<file path="src/rtl/core/jfbs_pkg.sv">
// Shared types and constants for the motion JPEG frame boundary scanner.
package jfbs_pkg;

   localparam int unsigned BYTE_WIDTH   = 8;
   localparam int unsigned SIZE_WIDTH   = 32;
   localparam int unsigned LENGTH_WIDTH = 16;
   localparam int unsigned CSR_ADDR_WIDTH = 3;
   localparam int unsigned CSR_DATA_WIDTH = 32;

   localparam logic [BYTE_WIDTH-1:0] MARKER_PREFIX = 8'hFF;
   localparam logic [BYTE_WIDTH-1:0] CODE_SOI      = 8'hD8;
   localparam logic [BYTE_WIDTH-1:0] CODE_EOI      = 8'hD9;
   localparam logic [BYTE_WIDTH-1:0] CODE_RST_LO   = 8'hD0;
   localparam logic [BYTE_WIDTH-1:0] CODE_RST_HI   = 8'hD7;
   localparam logic [BYTE_WIDTH-1:0] CODE_TEM      = 8'h01;
   localparam logic [BYTE_WIDTH-1:0] CODE_STUFF    = 8'h00;

   localparam logic [SIZE_WIDTH-1:0] OFFSET_MAX = '1;

   // Register index, taken from the word address.
   localparam logic REG_IMAGE_PER_FRAME = 1'b0;

   typedef enum logic [2:0] {
      ST_START  = 3'd0,
      ST_SOI    = 3'd1,
      ST_SEARCH = 3'd2,
      ST_CODE   = 3'd3,
      ST_LENGTH = 3'd4
   } scan_state_type;

   typedef enum logic {
      KIND_FRAME   = 1'b0,
      KIND_INVALID = 1'b1
   } result_kind_type;

   typedef struct packed {
      logic                  valid;
      result_kind_type       kind;
      logic [SIZE_WIDTH-1:0] frame_size;
   } scan_result_type;

   typedef struct packed {
      scan_state_type        state;
      logic [SIZE_WIDTH-1:0] byte_offset;
   } scan_status_type;

endpackage

</file>
<file path="src/rtl/core/jfbs_csr.sv">
// APB-style configuration register block holding the field mode setting.
module jfbs_csr (
   input  logic                                 clock,
   input  logic                                 reset,
   input  logic                                 psel,
   input  logic                                 penable,
   input  logic                                 pwrite,
   input  logic [jfbs_pkg::CSR_ADDR_WIDTH-1:0]  paddr,
   input  logic [jfbs_pkg::CSR_DATA_WIDTH-1:0]  pwdata,
   output logic [jfbs_pkg::CSR_DATA_WIDTH-1:0]  prdata,
   output logic                                 pready,
   output logic                                 image_per_frame
);
   import jfbs_pkg::*;

   logic image_per_frame_ff;
   logic image_per_frame_in;
   logic write_hit;

   assign pready    = 1'b1;
   assign write_hit = psel && penable && pwrite && pready &&
                      (paddr[CSR_ADDR_WIDTH-1] == REG_IMAGE_PER_FRAME);

   always_comb begin
      image_per_frame_in = image_per_frame_ff;
      if (write_hit) begin
         image_per_frame_in = pwdata[0];
      end
   end

   always_ff @(posedge clock) begin
      if (reset) begin
         image_per_frame_ff <= 1'b0;
      end else begin
         image_per_frame_ff <= image_per_frame_in;
      end
   end

   always_comb begin
      prdata = '0;
      if (paddr[CSR_ADDR_WIDTH-1] == REG_IMAGE_PER_FRAME) begin
         prdata[0] = image_per_frame_ff;
      end
   end

   assign image_per_frame = image_per_frame_ff;

endmodule

</file>
<file path="src/rtl/core/jfbs_scan.sv">
// Marker scan state machine, segment skip counter and frame byte counter.
module jfbs_scan (
   input  logic                             clock,
   input  logic                             reset,
   input  logic                             advance,
   input  logic [jfbs_pkg::BYTE_WIDTH-1:0]  data_byte,
   input  logic                             image_per_frame,
   output jfbs_pkg::scan_result_type        result,
   output jfbs_pkg::scan_status_type        status
);
   import jfbs_pkg::*;

   scan_state_type            state_ff, state_in;
   logic                      have_high_ff, have_high_in;
   logic                      have_low_ff, have_low_in;
   logic [LENGTH_WIDTH-1:0]   skip_ff, skip_in;
   logic                      fields_seen_ff, fields_seen_in;
   logic [SIZE_WIDTH-1:0]     offset_ff, offset_in;

   logic [SIZE_WIDTH-1:0]     offset_inc;
   logic [LENGTH_WIDTH:0]     seg_len;
   logic [LENGTH_WIDTH-1:0]   skip_dec;
   logic                      is_prefix;
   logic                      is_eoi;
   logic                      no_segment;
   logic                      frame_done;
   logic                      bad_start;

   assign is_prefix  = (data_byte == MARKER_PREFIX);
   assign is_eoi     = (data_byte == CODE_EOI);
   assign no_segment = data_byte inside {[CODE_RST_LO:CODE_RST_HI], CODE_TEM, CODE_STUFF};
   assign frame_done = (state_ff == ST_CODE) && is_eoi && (image_per_frame || fields_seen_ff);
   assign bad_start  = !(state_ff inside {ST_SOI, ST_SEARCH, ST_CODE, ST_LENGTH}) &&
                       !is_prefix;
   assign offset_inc = (offset_ff == OFFSET_MAX) ? OFFSET_MAX : offset_ff + SIZE_WIDTH'(1);
   assign seg_len    = {1'b0, skip_ff} + {{(LENGTH_WIDTH+1-BYTE_WIDTH){1'b0}}, data_byte};
   assign skip_dec   = (skip_ff != '0) ? skip_ff - LENGTH_WIDTH'(1) : skip_ff;

   // Next state.
   always_comb begin
      state_in = state_ff;
      case (state_ff)
         ST_SOI: begin
            if (data_byte == CODE_SOI) begin
               state_in = ST_SEARCH;
            end else if (!is_prefix) begin
               state_in = ST_START;
            end
         end
         ST_SEARCH: begin
            if (is_prefix) begin
               state_in = ST_CODE;
            end
         end
         ST_CODE: begin
            if (is_eoi) begin
               state_in = ST_START;
            end else if (no_segment) begin
               state_in = ST_SEARCH;
            end else if (!is_prefix) begin
               state_in = ST_LENGTH;
            end
         end
         ST_LENGTH: begin
            if (have_high_ff && !have_low_ff) begin
               if (seg_len < (LENGTH_WIDTH+1)'(3)) begin
                  state_in = ST_SEARCH;
               end
            end else if (have_high_ff && skip_dec == '0) begin
               state_in = ST_SEARCH;
            end
         end
         default: begin
            state_in = is_prefix ? ST_SOI : ST_START;
         end
      endcase
   end

   // Counters, flags and result.
   always_comb begin
      have_high_in   = have_high_ff;
      have_low_in    = have_low_ff;
      skip_in        = skip_ff;
      fields_seen_in = fields_seen_ff;
      offset_in      = offset_inc;
      result.valid      = 1'b0;
      result.kind       = KIND_FRAME;
      result.frame_size = offset_inc;
      case (state_ff)
         ST_CODE: begin
            if (is_eoi) begin
               if (frame_done) begin
                  result.valid   = 1'b1;
                  fields_seen_in = 1'b0;
                  offset_in      = '0;
               end else begin
                  fields_seen_in = 1'b1;
               end
            end else if (!no_segment && !is_prefix) begin
               have_high_in = 1'b0;
               have_low_in  = 1'b0;
               skip_in      = '0;
            end
         end
         ST_LENGTH: begin
            if (!have_high_ff) begin
               have_high_in = 1'b1;
               skip_in      = {data_byte, {(LENGTH_WIDTH-BYTE_WIDTH){1'b0}}};
            end else if (!have_low_ff) begin
               have_low_in = 1'b1;
               // Lengths below two count as two: nothing to skip.
               skip_in = (seg_len < (LENGTH_WIDTH+1)'(2)) ? '0 :
                         LENGTH_WIDTH'(seg_len - (LENGTH_WIDTH+1)'(2));
            end else begin
               skip_in = skip_dec;
            end
         end
         ST_SOI, ST_SEARCH: begin
         end
         default: begin
            if (bad_start) begin
               result.valid      = 1'b1;
               result.kind       = KIND_INVALID;
               result.frame_size = '0;
               have_high_in      = 1'b0;
               have_low_in       = 1'b0;
               skip_in           = '0;
               fields_seen_in    = 1'b0;
               offset_in         = '0;
            end
         end
      endcase
      if (frame_done) begin
         have_high_in = 1'b0;
         have_low_in  = 1'b0;
         skip_in      = '0;
      end
   end

   always_ff @(posedge clock) begin
      if (reset) begin
         state_ff       <= ST_START;
         have_high_ff   <= 1'b0;
         have_low_ff    <= 1'b0;
         skip_ff        <= '0;
         fields_seen_ff <= 1'b0;
         offset_ff      <= '0;
      end else if (advance) begin
         state_ff       <= state_in;
         have_high_ff   <= have_high_in;
         have_low_ff    <= have_low_in;
         skip_ff        <= skip_in;
         fields_seen_ff <= fields_seen_in;
         offset_ff      <= offset_in;
      end
   end

   assign status.state       = state_ff;
   assign status.byte_offset = offset_ff;

endmodule

</file>
<file path="src/rtl/core/jpeg_frame_boundary_scanner.sv">
// Top level: input register, scan core, result register and configuration port.
// A byte accepted into the input register is scanned when the scanner advances; its
//   result, if any, is captured in the result register and shows on rsp_valid.
// Throughput: one byte per clock, set by the scan update between the input register
//   and the result register; a stalled result holds both stages.
// Reset (synchronous, active high): empties both registers, sets the scanner to
//   await the 0xFF that opens a frame and clears the field mode (two-field mode).
module jpeg_frame_boundary_scanner (
   input  logic                                 clock,
   input  logic                                 reset,
   // input byte channel
   input  logic                                 req_valid,
   output logic                                 req_stall,
   input  logic [jfbs_pkg::BYTE_WIDTH-1:0]      req_data_byte,
   // result channel
   output logic                                 rsp_valid,
   input  logic                                 rsp_stall,
   output logic                                 rsp_result_kind,
   output logic [jfbs_pkg::SIZE_WIDTH-1:0]      rsp_frame_size,
   // configuration port
   input  logic                                 psel,
   input  logic                                 penable,
   input  logic                                 pwrite,
   input  logic [jfbs_pkg::CSR_ADDR_WIDTH-1:0]  paddr,
   input  logic [jfbs_pkg::CSR_DATA_WIDTH-1:0]  pwdata,
   output logic [jfbs_pkg::CSR_DATA_WIDTH-1:0]  prdata,
   output logic                                 pready
);
   import jfbs_pkg::*;

   // Input register: holds one accepted item until the scanner takes it.
   logic                    in_valid_ff, in_valid_in;
   logic [BYTE_WIDTH-1:0]   in_byte_ff, in_byte_in;

   // Result register.
   logic                    out_valid_ff, out_valid_in;
   result_kind_type         out_kind_ff, out_kind_in;
   logic [SIZE_WIDTH-1:0]   out_size_ff, out_size_in;

   logic                    image_per_frame;
   logic                    req_accept;
   logic                    out_blocked;
   logic                    advance;
   scan_result_type         scan_result;
   scan_status_type         scan_status;

   jfbs_csr u_csr (
      .clock           (clock),
      .reset           (reset),
      .psel            (psel),
      .penable         (penable),
      .pwrite          (pwrite),
      .paddr           (paddr),
      .pwdata          (pwdata),
      .prdata          (prdata),
      .pready          (pready),
      .image_per_frame (image_per_frame)
   );

   // The scanner moves only when a waiting result is not stuck downstream, so
   // a result register is never overwritten before it is taken.
   assign out_blocked = out_valid_ff && rsp_stall;
   assign advance     = in_valid_ff && !out_blocked;
   assign req_stall   = in_valid_ff && !advance;
   assign req_accept  = req_valid && !req_stall;

   jfbs_scan u_scan (
      .clock           (clock),
      .reset           (reset),
      .advance         (advance),
      .data_byte       (in_byte_ff),
      .image_per_frame (image_per_frame),
      .result          (scan_result),
      .status          (scan_status)
   );

   // Load a new byte on accept, drop the held one once scanned.
   always_comb begin
      in_valid_in = in_valid_ff;
      in_byte_in  = in_byte_ff;
      if (req_accept) begin
         in_valid_in = 1'b1;
         in_byte_in  = req_data_byte;
      end else if (advance) begin
         in_valid_in = 1'b0;
      end
   end

   // Capture a result when the scanned byte yields one; drop it once taken.
   always_comb begin
      out_valid_in = out_valid_ff;
      out_kind_in  = out_kind_ff;
      out_size_in  = out_size_ff;
      if (advance && scan_result.valid) begin
         out_valid_in = 1'b1;
         out_kind_in  = scan_result.kind;
         out_size_in  = scan_result.frame_size;
      end else if (!rsp_stall) begin
         out_valid_in = 1'b0;
      end
   end

   always_ff @(posedge clock) begin
      if (reset) begin
         in_valid_ff  <= 1'b0;
         out_valid_ff <= 1'b0;
      end else begin
         in_valid_ff  <= in_valid_in;
         out_valid_ff <= out_valid_in;
      end
   end

   always_ff @(posedge clock) begin
      in_byte_ff  <= in_byte_in;
      out_kind_ff <= out_kind_in;
      out_size_ff <= out_size_in;
   end

   assign rsp_valid       = out_valid_ff;
   assign rsp_result_kind = out_kind_ff;
   assign rsp_frame_size  = out_size_ff;

   // An invalid frame start always reports a size of zero.
   a_invalid_size_zero: assert property (@(posedge clock) disable iff (reset)
      out_valid_ff && (out_kind_ff == KIND_INVALID) |-> (out_size_ff == '0))
      else $error("invalid-start result carries a nonzero frame size");

   // Every result restarts the frame: scanner back at start with a cleared count.
   a_restart_after_result: assert property (@(posedge clock) disable iff (reset)
      advance && scan_result.valid |=>
         (scan_status.state == ST_START) && (scan_status.byte_offset == '0))
      else $error("scanner did not restart after a result");

   // A held byte that the scanner did not take stays in the input register.
   a_input_held: assert property (@(posedge clock) disable iff (reset)
      in_valid_ff && !advance |=> in_valid_ff && $stable(in_byte_ff))
      else $error("input register lost or changed an unscanned byte");

   // A scanned byte must not produce a result while one is stuck downstream.
   a_no_overwrite: assert property (@(posedge clock) disable iff (reset)
      out_blocked |-> !advance)
      else $error("scanner advanced while the result register was blocked");

endmodule

</file>
<file path="config.mk">
export PLATFORM = sky130hd
export DESIGN_NAME = jpeg_frame_boundary_scanner
export DESIGN_NICKNAME = d
export VERILOG_FILES = /design/src/rtl/core/jfbs_pkg.sv /design/src/rtl/core/jfbs_csr.sv /design/src/rtl/core/jfbs_scan.sv /design/src/rtl/core/jpeg_frame_boundary_scanner.sv
export SDC_FILE = /design/constraint.sdc
export NUM_CORES = 1
export LEC_CHECK = 0
export BUFFER_PORTS_ARGS = -buffer_cell sky130_fd_sc_hd__buf_4
export CELL_PAD_IN_SITES_DETAIL_PLACEMENT = 1
export CELL_PAD_IN_SITES_GLOBAL_PLACEMENT = 2
export CORE_ASPECT_RATIO = 1.2
export CORE_UTILIZATION = 25
export DETAILED_ROUTE_END_ITERATION = 6
export PLACE_DENSITY_LB_ADDON = 0.1
export SLEW_MARGIN = 20
export SYNTH_ARGS = -nofsm -noshare
export SYNTH_HDL_FRONTEND = slang
export SYNTH_SLANG_ARGS = --single-unit
export TNS_END_PERCENT = 30
</file>
<file path="constraint.sdc">
create_clock -name clock -period 4.3 [get_ports clock]
set_clock_uncertainty 0.2 [all_clocks]
set_input_delay 0.645 -clock clock [delete_from_list [all_inputs] [get_ports clock]]
set_output_delay 0.645 -clock clock [all_outputs]
set_load 0.02 [all_outputs]
</file>
After elaboration in Yosys (flattened, before gate mapping)

Index checks and enable logic that the tools add are counted.

Input port bits: 50
Register bits: 98
Logic and storage cells: 126
Output and inout bits: 68

Bitwise logic cells: 2
$lt $le $gt $ge: 4
Muxes and demuxes: 46
Add/subtract/negate cells: 4
Reduce and logical (&&, ||, !) cells: 38
Eq/ne operators: 20

Operators by type and width:

| cell                                                                           | count |
|---|---|
| 32-bit two-way mux                                                             | 5 |
| 16-bit two-way mux                                                             | 8 |
| 32-bit one-hot mux with 2 select lines                                         | 1 |
| 16-bit one-hot mux with 3 select lines                                         | 1 |
| 17-bit by 2-bit less-than comparator with 1-bit output (second input constant) | 2 |
| 34-bit two-way mux                                                             | 1 |
| 32-bit by 1-bit adder with 32-bit output (second input constant)               | 1 |
| 32-bit == test (second input constant)                                         | 1 |
| 3-bit two-way mux                                                              | 9 |
| 8-bit == test (second input constant)                                          | 3 |
| 16-bit by 8-bit adder with 17-bit output                                       | 1 |
| 16-bit zero test                                                               | 1 |
| 1-bit two-way mux                                                              | 16 |
| 16-bit nonzero test                                                            | 1 |
| 16-bit by 1-bit subtractor with 16-bit output (second input constant)          | 1 |
| 16-bit by 2-bit subtractor with 16-bit output (second input constant)          | 1 |
| 1-bit logical AND                                                              | 15 |
| 3-bit != test (second input constant)                                          | 4 |
| 3-bit one-hot mux with 4 select lines                                          | 1 |
| 6-bit AND reduction                                                            | 2 |
| 8-bit by 1-bit == test with 1-bit output (second input constant)               | 1 |
| 8-bit >= comparator (second input constant)                                    | 1 |
| 8-bit <= comparator (second input constant)                                    | 1 |
| 8-bit zero test                                                                | 1 |
| 20 further kinds                                                               | 35 |

Logic depth before layout (Yosys ltp)

Word-level depth: 9
Mapped depth: 12
Depth with buffers taken out: 10

Modules after synthesis

From an unflattened synthesis, not the netlist that was laid out.

Cell total of the unflattened synthesis: 782
Area total of the unflattened synthesis: 6668.9 um2

By module, submodules not included:

| module                      | cells an instance | sequential area each (um2) | area an instance (um2) | instances |
|---|---|---|---|---|
| jfbs_scan                   | 689               | 1081.0                     | 5034.8                 | 1 |
| jpeg_frame_boundary_scanner | 53                | 1271.2                     | 1325.0                 | 1 |
| jfbs_csr                    | 40                | 20.0                       | 309.0                  | 1 |

Worst setup path before layout

Ideal clock, no wire load.

Path type: register -> register
From: register in_byte_ff[5]
To: register out_size_ff[0] (netlist: rsp_frame_size[0]), enable pin
Clock period less this slack: 3.757 ns
Setup slack: 0.543 ns
Library setup time: 0.425 ns
Path buffers: 1
Required time: 3.675 ns
Stages on the path, launching flop included: 7
Arrival: 3.132 ns
Cell sequence: edfxtp_1 > nor3_1 > nand3_1 > or3_1 > a21o_1 > clkbuf_1 > nor2_1

Longest elaborated chain between the ends: 7
Elaborated cells between the ends (all ways): 11
Classes of those cells: eq/ne: 2; mux: 4; reduce/logical: 5

RTL lines:

| item                                      | line                               | RTL |
|---|---|---|
| from (decl)                               | jpeg_frame_boundary_scanner.sv:33  | `logic [BYTE_WIDTH-1:0] in_byte_ff, in_byte_in;` |
| from (signal assigned)                    | jpeg_frame_boundary_scanner.sv:114 | `in_byte_ff <= in_byte_in;` |
| 8-bit == test                             | jfbs_scan.sv:30                    | `assign is_eoi = (data_byte == CODE_EOI);` |
| 1-bit logical AND (2 in series)           | jfbs_scan.sv:32                    | `assign frame_done = (state_ff == ST_CODE) && is_eoi && (image_per_frame \|\| fields_seen_ff);` |
| 1-bit two-way mux                         | jfbs_scan.sv:92                    | `if (frame_done) begin` |
| 1-bit two-way mux                         | jfbs_scan.sv:91                    | `if (is_eoi) begin` |
| 1-bit one-hot mux with 2 select lines (*) | jfbs_scan.sv:89                    | `case (state_ff)` |
| 1-bit logical AND (*)                     | jpeg_frame_boundary_scanner.sv:94  | `if (advance && scan_result.valid) begin` |
| to (signal assigned)                      | jpeg_frame_boundary_scanner.sv:116 | `out_size_ff <= out_size_in;` |
| to (decl)                                 | jpeg_frame_boundary_scanner.sv:38  | `logic [SIZE_WIDTH-1:0] out_size_ff, out_size_in;` |

Every way passes the cells marked *; elsewhere a longest branch is shown, timed or not.
A chain may end at the register's enable or synchronous reset.

Final worst setup path

From: register in_byte_ff[0]
To: register u_scan.skip_ff[2]

Longest elaborated chain between the ends: 7
Elaborated cells between the ends (all ways): 27
Classes of those cells: add/sub: 2; order compare: 3; eq/ne: 6; mux: 5; reduce/logical: 11

RTL lines:

| item                                                                                               | line                              | RTL |
|---|---|---|
| 16-bit by 8-bit adder with 17-bit output, or another cell as far along                             | jfbs_scan.sv:36                   | `assign seg_len = {1'b0, skip_ff} + {{(LENGTH_WIDTH+1-BYTE_WIDTH){1'b0}}, data_byte};` |
| 16-bit by 2-bit subtractor with 16-bit output, or another cell as far along                        | jfbs_scan.sv:113                  | `LENGTH_WIDTH'(seg_len - (LENGTH_WIDTH+1)'(2));` |
| 16-bit two-way mux or 3-bit nonzero test (tied branches)                                           | jfbs_scan.sv:112, jfbs_scan.sv:31 |  |
| 16-bit two-way mux or 1-bit zero test (tied branches)                                              | jfbs_scan.sv:109, jfbs_scan.sv:99 |  |
| 16-bit two-way mux or 1-bit logical AND (tied branches)                                            | jfbs_scan.sv:106, jfbs_scan.sv:99 |  |
| 16-bit one-hot mux with 3 select lines or 3-bit by 2-bit != test with 1-bit output (tied branches) | --                                |  |
| 16-bit two-way mux or 5-bit AND reduction (tied branches)                                          | --                                |  |
| to (signal assigned)                                                                               | jfbs_scan.sv:152                  | `skip_ff <= skip_in;` |
| to (decl)                                                                                          | jfbs_scan.sv:16                   | `logic [LENGTH_WIDTH-1:0] skip_ff, skip_in;` |

Several ways; a longest one is shown, not always the timed one.

==> flow_summary.yaml <==
yosys:
  async_flop_share_pct: 0
  synth_edf_count: 41
  ys_seq_area_share_pct: 34.7
  yosys_warnings: 0
  synthDistinctLibCells: 82
  postSynthAreaPerCell_sq_um: 8.16
  syn_area_sq_um: 6840
  syn_inst: 838
  ys.flop_type: "dfxtp_1"
  ys_ff_latch: 98
power:
  power_density_nw_per_um2: 260
  p_sw_mw: 0.513
  seq_power_share_pct: 49.1
  p_leak_nw: 2.76
  ir_drop_uv: 137
  combPwrFrac_pct: 9.4
  pwr-share-clk_pct: 41.5
  p_sw_share_pct: 25.4
  internal_power_mw: 1.51
timing:
  rsz0062_at_grt: "false"
  setup_violations: 0
  finalHoldViolCount: 0
  report.final.slew_viol_count: 0
  max_freq_ghz: 0.265
  worst_slack_ns: 0.533
  maxSlewHeadroom_pct: 46.8
  layout_worst_path_cycle_share_pct: 87.6
  final.min_clock_period_ns: 3.77
  worstMarginPinSlew_ns: 0.799
  setup_tns_ns: 0
floorplan:
  core_sq_um: 26600
  die_w_um: 153
  start_util_pct: 25.7
  rows: 65
  die_y_um: 183
  pin_count: 118
  die-area_sq_um: 28000
finish:
  nNetsFinal: 929
  drive_gt1_share_pct: 12.8
  layout.cells.non_filler: 1205
  syn_to_final_growth_pct: 13.6
  fillers: 3137
  n_antenna_cell: 0
  fin_util_pct: 29.2
  mostFrequentLayoutCells: "a21oi_1, nor2_1, buf_4, dfxtp_1, nand2_1"
  fin_area_sq_um: 7770
  mostFrequentLayoutCell: "a21oi_1"
grt:
  grt_overflow: 0
  grt_max_degree: 43
  grt_pass1_wl_um: 35300
  antenna_found_initial: 0
  grt_pass1_vias: 6418
  grtUsageTotal_pct: 16.0
drt:
  ant_nets: 0
  drc: 0
  vias_per_cell: 5.14
  drt_first_pass_iters: 4
  wl_um: 21900
  wl_per_cell_um: 18.2
  drtIter0Drc: 250
  routed-via-count: 6197
place:
  place_area_sq_um: 7470
  detailed_place_hpwl_um: 16300
  place.gp.congestion: 0.818
  io_buffers: 52
  placed_cells: 1189
  dp_slack_ns: 0.556
worst_setup_path:
  r2r_start: "in_byte_ff[0]"
  cp_max_fo: 8
  slowest_stage: "fa_1"
  cpPeakStageDelay_ns: 0.46
  crit_path_end_kind: "flop"
  startpoint_type: "flop"
  crit_end: "u_scan.skip_ff[2]"
  path_buf_inv: 1
  path_cells: "ha_1 > fa_1 > a21o_1 > a221oi_4 > o221ai_1 > a211oi_1 > and4b_1 > a31oi_1 > buf_4 > nand4_1 > a21oi_1"
  r2r_end: "u_scan.skip_ff[2]"
  worst-path-stages: 11
  critPathKind: "flop to flop"
  r2r_cells: 11
  critical_path.top_delay_family: "compound AO/OA/AOI/OAI gates"
  crit_arrival_ns: 3.86
  setup.worst_path.start: "in_byte_ff[0]"
  cp.required_ns: 4.39
  r2r_slack_ns: 0.53
clock_tree:
  clock-sinks: 98
  clockBufferDepth: 2
  cts_buffers: 9
  clk_pin_slew_ns: 0.07
  htreeDepth: 3
  cts_root_buffer: "clkbuf_16"
  holdBufCountCts: 0
  clk_latency_ns: 0.36
  cts_tree: "yes"
  cts_setup_buffers: 0
  cts_resized: 0
hold_path:
  hold_depth: 1
  hold_path_class: "input pin to flop"
flow_run:
  maxCapViolCount: 0
run_status:
  status: "finished, final reports clean"
## registers in the layout (all words and copies together) (netlist names)
name,cells
in_byte_ff,8
in_valid_ff,1
rsp_frame_size,32
rsp_result_kind,1
rsp_valid,1
u_csr.image_per_frame,1
u_scan.fields_seen_ff,1
u_scan.have_high_ff,1
u_scan.have_low_ff,1
u_scan.offset_ff,32
u_scan.skip_ff,16
u_scan.state_ff,3
## kinds of logic (layout without fill, tap and decap cells)
kind of cell	after synthesis	count (layout)	share of synthesized area [%]
flops	98	98	34.7
mux	5	5	0.732
xor+xnor	51	51	6.75
buf+inv	107	109	8.01
compound gates	256	256	23.4
other cells	2	32	0.110
simple gates	305	305	23.7
fa+ha+maj	14	14	2.67
## per-stage QoR
step                total power, mW  hold slack, ns
floorplan                      1.15           0.254
global placement               1.20           0.275
detailed placement             1.20           0.296
CTS                            2.06           0.242
global route                   2.10           0.240
finish                         2.02           0.257
## per-layer routing
metal  up-vias  routed length [um]  GRT usage (%)
met5         -                   0              0
met4         0                 312           4.48
met3        15                 430           2.32
met2        83               11700           31.1
met1      3035                9480           18.0
li1       3064                   -              -
## Yosys cell counts, drive strengths merged (5+ instances only)
master  number  area share (%)
a21oi       93             6.8
nor2        85             4.7
dfxtp       57              17
nand2       56             3.1
o21ai       56             4.1
clkbuf      47             2.6
buf         44             4.6
edfxtp      41              18
xnor2       29             3.8
nand3       25             1.8
a31oi       22             2.0
nor3        22             1.8
xor2        22             2.9
nand4       20             1.8
inv         16            0.88
and2        13             1.2
ha          13             2.4
nor2b       13             1.2
and4        12             1.5
a22oi       10             1.1
nor4        10             1.1
a211oi       9            0.99
a21o         9            0.99
or3          9            0.82
and3         8            0.73
o22ai        7            0.64
o211ai       6            0.66
o21a         6            0.66
mux2i        5            0.73
nor3b        5            0.55
nor4b        5            0.73
## power groups by stage
stage,combinational [mW],sequential [mW],clock (mW)
2_1_floorplan,0.136,1.02,0
3_3_place_gp,0.187,1.01,0
3_5_place_dp,0.191,1.01,0
4_1_cts,0.191,0.992,0.872
5_1_grt,0.207,0.993,0.904
6_report,0.189,0.991,0.838
## layout make-up
type | count | area [sq um] | share of cell area, %
Clock buffer | 12 | 246 | 3.17
Sequential cell | 98 | 2370 | 30.5
Tap cell | 335 | 419 | 5.39
Clock inverter | 4 | 51.3 | 0.660
Multi-Input combinational cell | 663 | 4050 | 52.0
Timing Repair Buffer | 77 | 578 | 7.44
Inverter | 16 | 60.1 | 0.773
## worst min-delay path by stage
stage	endpoint	slack, ns	from
finish	in_byte_ff[5]	0.26	req_data_byte[5]
global route	in_byte_ff[0]	0.24	req_data_byte[0]
CTS	in_byte_ff[0]	0.24	req_data_byte[0]
detailed placement	rsp_valid	0.30	in_valid_ff
global placement	rsp_valid	0.27	in_valid_ff
floorplan	rsp_valid	0.25	in_valid_ff
(Power assumes the default switching activity.)
